[config.mk]
export PLATFORM = sky130hd
export DESIGN_NAME = operand_stack_engine
export DESIGN_NICKNAME = d
export VERILOG_FILES = /design/src/sv/ose_pkg.sv /design/src/sv/operand_stack_engine.sv /design/src/sv/ose_ram.sv
export SDC_FILE = /design/constraint.sdc
export NUM_CORES = 2
export LEC_CHECK = 0
export ABC_AREA = 1
export CAP_MARGIN = 40
export CORE_MARGIN = 4
export CORE_UTILIZATION = 35
export CTS_CLUSTER_SIZE = 24
export DETAILED_ROUTE_END_ITERATION = 8
export DONT_BUFFER_PORTS = 1
export GPL_ROUTABILITY_DRIVEN = 0
export GPL_TIMING_DRIVEN = 0
export HOLD_SLACK_MARGIN = 0.08
export MAX_ROUTING_LAYER = met4
export PLACE_DENSITY = 0.59
export SLEW_MARGIN = 20
export SYNTH_ARGS = -nofsm -noshare
export SYNTH_HDL_FRONTEND = slang
export SYNTH_HIERARCHICAL = 1
export SYNTH_SLANG_ARGS = --single-unit
[constraint.sdc]
create_clock -name clk -period 8.3 [get_ports clk]
set_clock_uncertainty 0.05 [all_clocks]
set_input_delay 0 -clock clk [delete_from_list [all_inputs] [get_ports clk]]
set_output_delay 0 -clock clk [all_outputs]
set_load 0.01 [all_outputs]
[src/sv/ose_pkg.sv]
package ose_pkg;

  localparam int WORD_W = 16;
  localparam int CNT_W  = 8;

  typedef enum logic [2:0] {
    REQ_PUSH   = 3'd0,
    REQ_DROP   = 3'd1,
    REQ_POP    = 3'd2,
    REQ_PEEK   = 3'd3,
    REQ_SNIP   = 3'd4,
    REQ_RDINC  = 3'd5,
    REQ_ADJUST = 3'd6,
    REQ_CLEAR  = 3'd7
  } req_t;

  typedef enum logic [1:0] {
    ST_OK    = 2'd0,
    ST_OVER  = 2'd1,
    ST_UNDER = 2'd2
  } status_t;

  localparam logic CFG_NIL  = 1'b0;
  localparam logic CFG_ZERO = 1'b1;

endpackage

[src/sv/operand_stack_engine.sv]
// Channel   Handshake               Ports
// request   start & !busy           req_type, value, index, count, wanted
// result    done (one cycle)        data, counter_value, new_count, level,
//                                   high_water, status
// config    cfg_we                  cfg_index, cfg_wdata
//
// Push, drop, clear, trim or zero-length adjust and any flagged request: the result
// is registered for the cycle after the word is taken, and a new word can be taken in that same cycle.
// Pop, peek and read-increment pass through S_READ for the registered memory read.
// Snip: S_SNIP, then S_SHIFT moves the entries above down, one entry moved per cycle through the single write port.
// Adjust with padding: S_PAD writes wanted - count nil words, one nil word written per cycle.
// Reset has no clearing pass; the receiver cannot stall results.
module operand_stack_engine import ose_pkg::*; #(
  parameter int STACK_DEPTH = 128
) (
  input  logic        clk,
  input  logic        rst,
  input  logic        start,
  output logic        busy,
  input  logic [2:0]  req_type,
  input  logic [15:0] value,
  input  logic [7:0]  index,
  input  logic [7:0]  count,
  input  logic [7:0]  wanted,
  output logic        done,
  output logic [15:0] data,
  output logic [15:0] counter_value,
  output logic [7:0]  new_count,
  output logic [7:0]  level,
  output logic [7:0]  high_water,
  output logic [1:0]  status,
  input  logic        cfg_we,
  input  logic        cfg_index,
  input  logic [15:0] cfg_wdata
);

  localparam int AW = $clog2(STACK_DEPTH);
  localparam int LW = $clog2(STACK_DEPTH + 1);
  localparam int CW = (LW > 9) ? LW + 1 : 10;

  typedef enum logic [4:0] {
    S_IDLE  = 5'b00001,
    S_READ  = 5'b00010,
    S_SNIP  = 5'b00100,
    S_SHIFT = 5'b01000,
    S_PAD   = 5'b10000
  } state_t;

  state_t            state, state_next;
  req_t              req, req_next;
  logic [LW-1:0]     top, top_next;
  logic [LW-1:0]     hw, hw_next;
  logic [LW-1:0]     ptr, ptr_next;
  logic [CNT_W-1:0]  rem, rem_next;
  logic [WORD_W-1:0] nil_word, zero_word;
  logic [WORD_W-1:0] data_next, ctr_next;
  logic [CNT_W-1:0]  ncount_next;
  status_t           stat, stat_next;
  logic              done_next;

  logic              mem_we;
  logic [AW-1:0]     mem_waddr, mem_raddr;
  logic [WORD_W-1:0] mem_wdata, mem_rdata;

  logic [CW-1:0] top_c, hw_c, idx_c, cnt_c, want_c, depth_c;
  logic [CW-1:0] pos_c, diff_c, top_inc_c, top_dec_c, top_sub_c, ptr1_c, ptr2_c;
  logic          trim;
  logic [31:0]   top_ext, hw_ext;

  assign top_c     = CW'(top);
  assign hw_c      = CW'(hw);
  assign idx_c     = CW'(index);
  assign cnt_c     = CW'(count);
  assign want_c    = CW'(wanted);
  assign depth_c   = CW'(STACK_DEPTH);
  assign pos_c     = top_c - idx_c - CW'(1);
  assign trim      = count > wanted;
  assign diff_c    = trim ? cnt_c - want_c : want_c - cnt_c;
  assign top_inc_c = top_c + CW'(1);
  assign top_dec_c = top_c - CW'(1);
  assign ptr1_c    = CW'(ptr) + CW'(1);
  assign ptr2_c    = CW'(ptr) + CW'(2);
  // Both a drop and a trim take this path; only one applies to a given request.
  assign top_sub_c = (req_t'(req_type) == REQ_DROP) ? top_c - cnt_c : top_c - diff_c;

  always_comb begin
    state_next  = state;
    req_next    = req;
    top_next    = top;
    hw_next     = hw;
    ptr_next    = ptr;
    rem_next    = rem;
    data_next   = data;
    ctr_next    = counter_value;
    ncount_next = new_count;
    stat_next   = stat;
    done_next   = 1'b0;
    mem_we      = 1'b0;
    mem_waddr   = top[AW-1:0];
    mem_wdata   = value;
    mem_raddr   = top_dec_c[AW-1:0];

    unique case (state)
      S_IDLE: begin
        if (start) begin
          req_next    = req_t'(req_type);
          data_next   = '0;
          ctr_next    = '0;
          ncount_next = '0;
          stat_next   = ST_OK;
          done_next   = 1'b1;
          unique case (req_t'(req_type))
            REQ_PUSH: begin
              if (top_c >= depth_c) begin
                stat_next = ST_OVER;
              end else begin
                mem_we    = 1'b1;
                mem_waddr = top[AW-1:0];
                mem_wdata = value;
                top_next  = top_inc_c[LW-1:0];
                if (top_inc_c > hw_c) begin
                  hw_next = top_inc_c[LW-1:0];
                end
              end
            end
            REQ_DROP: begin
              if (cnt_c > top_c) begin
                stat_next = ST_UNDER;
              end else begin
                top_next = top_sub_c[LW-1:0];
              end
            end
            REQ_POP: begin
              if (top == '0) begin
                stat_next = ST_UNDER;
              end else begin
                mem_raddr  = top_dec_c[AW-1:0];
                ptr_next   = top_dec_c[LW-1:0];
                top_next   = top_dec_c[LW-1:0];
                state_next = S_READ;
                done_next  = 1'b0;
              end
            end
            REQ_PEEK, REQ_SNIP, REQ_RDINC: begin
              if (idx_c >= top_c) begin
                stat_next = ST_UNDER;
              end else begin
                mem_raddr  = pos_c[AW-1:0];
                ptr_next   = pos_c[LW-1:0];
                state_next = (req_t'(req_type) == REQ_SNIP) ? S_SNIP : S_READ;
                done_next  = 1'b0;
              end
            end
            REQ_ADJUST: begin
              if (trim) begin
                if (diff_c > top_c) begin
                  stat_next   = ST_UNDER;
                  ncount_next = count;
                end else begin
                  top_next    = top_sub_c[LW-1:0];
                  ncount_next = wanted;
                end
              end else if (diff_c > depth_c - top_c) begin
                stat_next   = ST_OVER;
                ncount_next = count;
              end else begin
                ncount_next = wanted;
                if (diff_c != '0) begin
                  rem_next   = diff_c[CNT_W-1:0];
                  state_next = S_PAD;
                  done_next  = 1'b0;
                end
              end
            end
            REQ_CLEAR: begin
              top_next = '0;
            end
            default: begin
              top_next = top;
            end
          endcase
        end
      end

      S_READ: begin
        data_next = mem_rdata;
        if (req == REQ_RDINC) begin
          mem_we    = 1'b1;
          mem_waddr = ptr[AW-1:0];
          mem_wdata = mem_rdata + 16'd1;
          ctr_next  = mem_rdata - zero_word;
        end
        done_next  = 1'b1;
        state_next = S_IDLE;
      end

      S_SNIP: begin
        data_next = mem_rdata;
        if (ptr1_c == top_c) begin
          top_next   = top_dec_c[LW-1:0];
          done_next  = 1'b1;
          state_next = S_IDLE;
        end else begin
          mem_raddr  = ptr1_c[AW-1:0];
          state_next = S_SHIFT;
        end
      end

      S_SHIFT: begin
        // Entry ptr+1 arrives now and moves down one place; ptr+2 is read ahead.
        mem_we    = 1'b1;
        mem_waddr = ptr[AW-1:0];
        mem_wdata = mem_rdata;
        ptr_next  = ptr1_c[LW-1:0];
        if (ptr2_c == top_c) begin
          top_next   = top_dec_c[LW-1:0];
          done_next  = 1'b1;
          state_next = S_IDLE;
        end else begin
          mem_raddr = ptr2_c[AW-1:0];
        end
      end

      S_PAD: begin
        mem_we    = 1'b1;
        mem_waddr = top[AW-1:0];
        mem_wdata = nil_word;
        top_next  = top_inc_c[LW-1:0];
        if (top_inc_c > hw_c) begin
          hw_next = top_inc_c[LW-1:0];
        end
        rem_next = rem - 8'd1;
        if (rem == 8'd1) begin
          done_next  = 1'b1;
          state_next = S_IDLE;
        end
      end

      default: begin
        state_next = S_IDLE;
      end
    endcase
  end

  always_ff @(posedge clk) begin
    if (rst) begin
      state     <= S_IDLE;
      top       <= '0;
      hw        <= '0;
      done      <= 1'b0;
      nil_word  <= '0;
      zero_word <= '0;
    end else begin
      state <= state_next;
      top   <= top_next;
      hw    <= hw_next;
      done  <= done_next;
      if (cfg_we) begin
        case (cfg_index)
          CFG_NIL:  nil_word  <= cfg_wdata;
          CFG_ZERO: zero_word <= cfg_wdata;
          default:  nil_word  <= nil_word;
        endcase
      end
    end
  end

  always_ff @(posedge clk) begin
    req           <= req_next;
    ptr           <= ptr_next;
    rem           <= rem_next;
    data          <= data_next;
    counter_value <= ctr_next;
    new_count     <= ncount_next;
    stat          <= stat_next;
  end

  ose_ram #(
    .WIDTH(WORD_W),
    .DEPTH(STACK_DEPTH)
  ) u_ram (
    .clk  (clk),
    .we   (mem_we),
    .waddr(mem_waddr),
    .wdata(mem_wdata),
    .raddr(mem_raddr),
    .rdata(mem_rdata)
  );

  assign busy       = (state != S_IDLE);
  assign top_ext    = 32'(top);
  assign hw_ext     = 32'(hw);
  assign level      = top_ext[7:0];
  assign high_water = hw_ext[7:0];
  assign status     = stat;

endmodule

[src/sv/ose_ram.sv]
module ose_ram #(
  parameter int WIDTH = 16,
  parameter int DEPTH = 128
) (
  input  logic                     clk,
  input  logic                     we,
  input  logic [$clog2(DEPTH)-1:0] waddr,
  input  logic [WIDTH-1:0]         wdata,
  input  logic [$clog2(DEPTH)-1:0] raddr,
  output logic [WIDTH-1:0]         rdata
);

  logic [WIDTH-1:0] mem [DEPTH];

  always_ff @(posedge clk) begin
    if (we) begin
      mem[waddr] <= wdata;
    end
    rdata <= mem[raddr];
  end

endmodule

Yosys cells after proc, flatten, opt, wreduce, memory -nomap -nowiden
Memory sizes are Yosys's and may differ from the RTL's. A register that Yosys moved wholly into a read port is not among the register bits.
Index checks and enable logic that the tools add are counted.
Widths: inputs -> output; s select.
- register bits after elaboration: 115
- RAM bits: 2048
- output and inout bits: 60
- word-level logic and storage cells: 179
- memories: 1
- memory list (memory ; depth ; bits a word ; rd ports ; clocked after Yosys merged registers in ; write ports ; RTL line ; RTL):
    u_ram.mem ; 128 ; 16 ; 1 ; 1 ; 1 ; ose_ram.sv:13 ; logic [WIDTH-1:0] mem [DEPTH];
- add/subtract/negate cells: 14
- $lt $le $gt $ge: 7
- equality and inequality tests: 40
- multiplexer cells: 82
- bitwise operators: 1
- reduce and logical (&&, ||, !) cells: 21
- operators with widths (operator ; count):
    $mux 8 ; 23
    $pmux 16 s2 ; 2
    $pmux 8 s2 ; 4
    $mux 16 ; 3
    $pmux 16 s3 ; 1
    $mux 7 ; 6
    $mux 5 ; 8
    $pmux 8 s5 ; 1
    $pmux 8 s4 ; 1
    $ne 3x3->1 const B ; 9
    $sub 8x8->8 ; 3
    $pmux 7 s3 ; 1
    $pmux 5 s4 ; 1
    $add 8x1->9 const B ; 2
    $eq 9x8->1 ; 2
    $ne 2x2->1 const B ; 9
    $sub 8x8->9 ; 2
    $mux 1 ; 17
    $add 16x1->16 const B ; 1
    $gt 8x8->1 ; 2
    $sub 16x16->16 ; 1
    $sub 8x1->8 const B ; 2
    $eq 3x3->1 const B ; 5
    $pmux 5 s3 ; 1
    other kinds (44) ; 58

Logic depth before layout (Yosys ltp)
- depth after elaboration: 9
- depth in mapped cells: 30

Modules after synthesis
The synthesis kept the hierarchy.
- modules (own cells, without submodules) (module ; times used ; cells each ; area each (um2) ; sequential area each (um2)):
    ose_ram ; 1 ; 6793 ; 82828.2 ; 61819.3
    operand_stack_engine ; 1 ; 1426 ; 10117.2 ; 2912.8

Least setup slack after synthesis
No wires, ideal clock.
- path type: register -> register
- start point: register state[2]
- end point: memory u_ram.mem[0][0] (data pin)
- setup time: 1197 ps
- arrival time: 6164 ps
- required time: 7053 ps
- slack: 888 ps
- stages on the path, launching flop included: 8
- path buffers: 1
- cell sequence: dfxtp_1 > nor2_1 > inv_2 > nor3_2 > inv_2 > clkbuf_1 > nand3_1 > o21ai_0
- longest elaborated chain between the ends: 2
- elaborated cells on any way between the ends: 4
- those cells by class: 3 x eq/ne; 1 x mux
- RTL lines (element ; RTL line ; RTL):
    from (decl) ; operand_stack_engine.sv:49 ; state_t state, state_next;
    from (signal assigned) ; operand_stack_engine.sv:254 ; state <= state_next;
    $eq 5x5->1 (tied with other cells) ; operand_stack_engine.sv:103 ; unique case (state)
    $pmux 16 s3 * ; operand_stack_engine.sv:103 ;
    named net mem_wdata[0] ; operand_stack_engine.sv:63 ; logic [WORD_W-1:0] mem_wdata, mem_rdata;
    to (decl) ; ose_ram.sv:13 ;
Mark *: on every way through the listed nets, which the timed path passes. The rest lies on a longest branch.

Final worst setup path
- start point: register top[4], in the netlist level[4]
- end point: register u_ram.rdata[13], read port of u_ram.mem
- elaborated cells on any way between the ends: 12
- those cells by class: 3 x add/sub; 1 x order compare; 2 x eq/ne; 6 x mux
- RTL lines (element ; RTL line ; RTL):
    from (decl) ; operand_stack_engine.sv:51 ; logic [LW-1:0] top, top_next;
    from (signal assigned) ; operand_stack_engine.sv:255 ; top <= top_next;
    $ge 8x8->1 ; operand_stack_engine.sv:145 ; if (idx_c >= top_c) begin
    $mux 7 ; operand_stack_engine.sv:145 ;
    $mux 7 ; -- ;
    $mux 7 ; operand_stack_engine.sv:105 ; if (start) begin
    $pmux 7 s3 * ; operand_stack_engine.sv:103 ;
    named net mem_raddr[1] ; operand_stack_engine.sv:62 ; logic [AW-1:0] mem_waddr, mem_raddr;
    to (decl) ; ose_ram.sv:10 ; output logic [WIDTH-1:0] rdata
Marked as above.
A chain may end at the register's enable or synchronous reset.

==> impl_metrics.py <==
metrics = {
    "outcome": {
        "status": "finished clean",
    },
    "run": {
        "drv_cap": 0,
    },
    "logic_synthesis": {
        "synth_area_um2": 92950,
        "synthesis.instances": 8219,
        "synth_mux_area_frac": 0.0001077,
        "synth-seq-cells": 2179,
        "synth_area_per_cell_um2": 11.31,
        "synth_top_family_by_area": "simple AND/OR/NAND/NOR gates",
        "synth_fa_ha_area_frac": 0.01341,
        "yosys.area_share.simple": 0.2271,
        "synth_compound_area_frac": 0.02000,
        "synth_edf_count": 2109,
        "ys_warn_count": 6,
        "synth_xor_area_frac": 0.004967,
        "ys_types": 63,
        "synth_ff_type": "edfxtp_1",
        "syn_nets": 8379,
        "async_flop_share": 0,
        "synth-seq-area-share": 0.6965,
    },
    "global_routing": {
        "grt_pass1_wl_mm": 501.1,
        "grt_pass1_vias": 66181,
        "grt_max_degree": 30,
        "grt_overflow": 0,
        "grt_usage": 0.2653,
        "grt_antenna_before_repair": 36,
    },
    "clocking": {
        "cts_setup_buffers": 0,
        "clock-sinks": 2179,
        "cts-resized-gates": 0,
        "cts_root_buf": "clkbuf_16",
        "cts_hold_buf": 151,
        "clock_latency_ns": 0.93,
        "cts_tree": "done",
        "cts_buffers": 210,
        "cts.clk_slew.worst_paths_ns": 0.06,
        "cts_buffer_depth": 3,
        "htree_levels": 4,
    },
    "timing": {
        "slew_viol_final": 0,
        "fin_tns_setup_ns": 0,
        "tightest_slew_ns": 0.9890,
        "period_needed_ns": 7.515,
        "rsz0062_at_grt": "no",
        "slew_headroom": 0.3362,
        "setup_viol": 0,
        "fmax_mhz": 133.1,
        "fin_crit_sh": 0.9055,
        "final-hold-violation-count": 0,
    },
    "min_path": {
        "whs_path_depth": 3,
        "min_to": "u_ram/mem[37][4]$_DFFE_PP_",
        "min_from": "value[4]",
        "holdCritPathClass": "in -> reg",
    },
    "setup_path": {
        "arrival_ns": 8.20,
        "r2r_slack_ns": 0.78,
        "r2r-end": "u_ram/rdata[13]$_DFF_P_",
        "crit_fanout": 10,
        "criticalPathCategory": "reg -> reg",
        "end_kind": "register",
        "start_kind": "register",
        "timing.rr.start": "level[4]$_SDFFE_PP0P_",
        "crit_required_ns": 8.98,
        "reg2reg_depth": 23,
    },
    "final_layout": {
        "seq_area_um2": 64730,
        "drive_gt1_frac": 0.1228,
        "multi_input_area_um2": 25730,
        "nNetsFinal": 8959,
        "instances_no_fill": 12525,
        "synthToLayoutAreaGrowth_pct": 19.84,
        "fillCellCount": 23907,
    },
    "die": {
        "rows": 188,
        "core_area_um2": 263200,
        "start_util": 0.3531,
        "ios": 124,
        "fp.dieArea_um2": 273900,
        "die_width_um": 523.3,
        "die_y_um": 523.3,
    },
    "placement": {
        "dp.cells": 11941,
        "dp_hpwl_mm": 258.7,
        "portBuffers": 0,
    },
    "drt": {
        "dr.pass1.iters": 9,
        "drt-total-wl_mm": 363.9,
        "drc_errors": 0,
        "ant_nets": 0,
        "wl_per_cell_um": 29.06,
        "routed-via-count": 72375,
        "drt_iter0_drc": 12558,
        "viasPerCell": 5.778,
    },
}
==> cells in the mapped netlist, types with 17 or more instances <==
library cell	number	share of area
o21ai_0	129	0.0069
clkbuf_1	105	0.0042
nand3_1	2073	0.11
buf_2	255	0.014
o2111ai_1	17	0.0016
a21oi_1	100	0.0054
buf_1	43	0.0017
buf_4	62	0.0050
nor2_2	18	0.0012
nor3_1	24	0.0013
xor2_1	41	0.0039
dfxtp_1	70	0.015
inv_1	215	0.0087
buf_6	28	0.0034
nand2_1	2363	0.095
nand4_1	21	0.0014
nor2_1	296	0.012
edfxtp_1	2109	0.68
ha_1	90	0.012
inv_2	18	0.00073
==> worst max path at each step <==
| stage | startpoint | endpoint | slack, ns | depth (start not counted) |
|---|---|---|---|---|
| 2_1_floorplan | state[2]$_SDFFE_PP0P_ | u_ram/mem[0][0]$_DFFE_PP_ | 0.89 | 7 |
| 6_report | level[4]$_SDFFE_PP0P_ | u_ram/rdata[13]$_DFF_P_ | 0.78 | 23 |
| 4_1_cts | level[1]$_SDFFE_PP0P_ | u_ram/rdata[15]$_DFF_P_ | 1.37 | 24 |
| 3_3_place_gp | state[1]$_SDFFE_PP0P_ | u_ram/mem[12][0]$_DFFE_PP_ | -9.43 | 7 |
| 3_5_place_dp | level[4]$_SDFFE_PP0P_ | u_ram/rdata[15]$_DFF_P_ | 1.88 | 22 |
| 5_1_grt | level[4]$_SDFFE_PP0P_ | u_ram/rdata[8]$_DFF_P_ | 0.81 | 23 |
==> worst max-delay path, stage by stage, from the launching register on <==
cell and delay (ns):
dfxtp_1 0.58, clkbuf_1 0.54, inv_1 0.40, ha_1 0.31, a21oi_1 0.15, nand2_1 0.08
a31oi_1 0.11, dlygate4sd3_1 0.57, nand2_1 0.12, nor2_1 0.40, nand2_1 0.22, o21ai_0 0.28
o2111ai_1 0.22, buf_2 0.34, inv_2 0.27, buf_2 0.48, buf_2 0.46, nand3_1 0.42
nand3_1 0.28, nand3_1 0.10, nand3_1 0.12, nand3_1 0.42, nand3_1 0.21, nand2_1 0.20
==> per-layer routing <==
layer,global-route usage,part of all wire
met3,0.1044,0.16
met5,-,0
met2,0.3745,0.42
met1,0.3322,0.36
met4,0.1274,0.060
==> area by class of cell <==
type	instances	area share
Sequential cell	2179	0.5811
Multi-Input combinational cell	5308	0.2310
Timing Repair Buffer	368	0.05401
Clock buffer	272	0.05060
Tap cell	3515	0.03948
Buffer	494	0.02378
Clock inverter	115	0.01112
Inverter	238	0.008065
Antenna cell	36	0.0008088
==> stage by stage <==
stage | utilization | setup slack [ns] | hold slack (ns) | area (µm²)
2_1_floorplan | - | 0.8883 | 0.01907 | 92950
3_3_place_gp | 0.3698 | -9.429 | 0.02711 | 97340
3_5_place_dp | 0.3905 | 1.877 | 0.02730 | 102800
4_1_cts | 0.4224 | 1.374 | 0.08525 | 111200
5_1_grt | 0.4231 | 0.8109 | 0.1092 | 111400
6_report | 0.4232 | 0.7845 | 0.1232 | 111400
==> cell usage in the layout, fill, tap and decap left out, types with 8 or more instances in the layout <==
master / synthesis / layout
dfxtp_1: 70 / 70
diode_2: 0 / 36
buf_12: 0 / 20
nand2_2: 9 / 9
xnor2_1: 8 / 8
nand3_1: 2073 / 2073
buf_2: 255 / 260
dlygate4sd3_1: 0 / 151
clkbuf_16: 0 / 213
buf_16: 0 / 114
inv_1: 215 / 215
clkinvlp_4: 0 / 9
buf_8: 1 / 20
clkbuf_1: 105 / 137
buf_4: 62 / 65
ha_1: 90 / 90
nand2_1: 2363 / 2363
inv_2: 18 / 18
clkbuf_2: 0 / 16
clkinv_2: 0 / 35
edfxtp_1: 2109 / 2109
xor2_1: 41 / 41
nor2_2: 18 / 53
clkinv_1: 3 / 42
o21ai_0: 129 / 122
clkinv_16: 0 / 10
buf_6: 28 / 84
o22ai_1: 9 / 9
nor2_4: 1 / 94
nor3_1: 24 / 24
o2111ai_4: 0 / 12
nor2_1: 296 / 168
a21oi_1: 100 / 99
buf_1: 43 / 42
bufinv_16: 0 / 15
o21ai_1: 9 / 13
nand4_1: 21 / 21
==> cells by family (layout without fill, tap and decap cells) <==
kind of cell | count (synthesis) | after routing
and+or+nand+nor | 4838 | 4838
DFF | 2179 | 2179
buffers and inverters | 732 | 1487
AOI/OAI and AO/OA | 322 | 322
adders and majority gates | 96 | 96
xor gates and xnor gates | 51 | 51
muxes | 1 | 1
other | 0 | 36
==> flip-flops by register name, indices dropped and copies added, names as in the netlist <==
register       flops
u_ram/mem       2048
counter_value     16
data              16
nil_word          16
u_ram/rdata       16
zero_word         16
high_water         8
level              8
new_count          8
ptr                8
rem                8
state              5
req                3
status             2
done               1
Power is left out: the tool's default activity adds up to more than one toggle a clock period on the data nets, which glitch-free logic cannot reach.
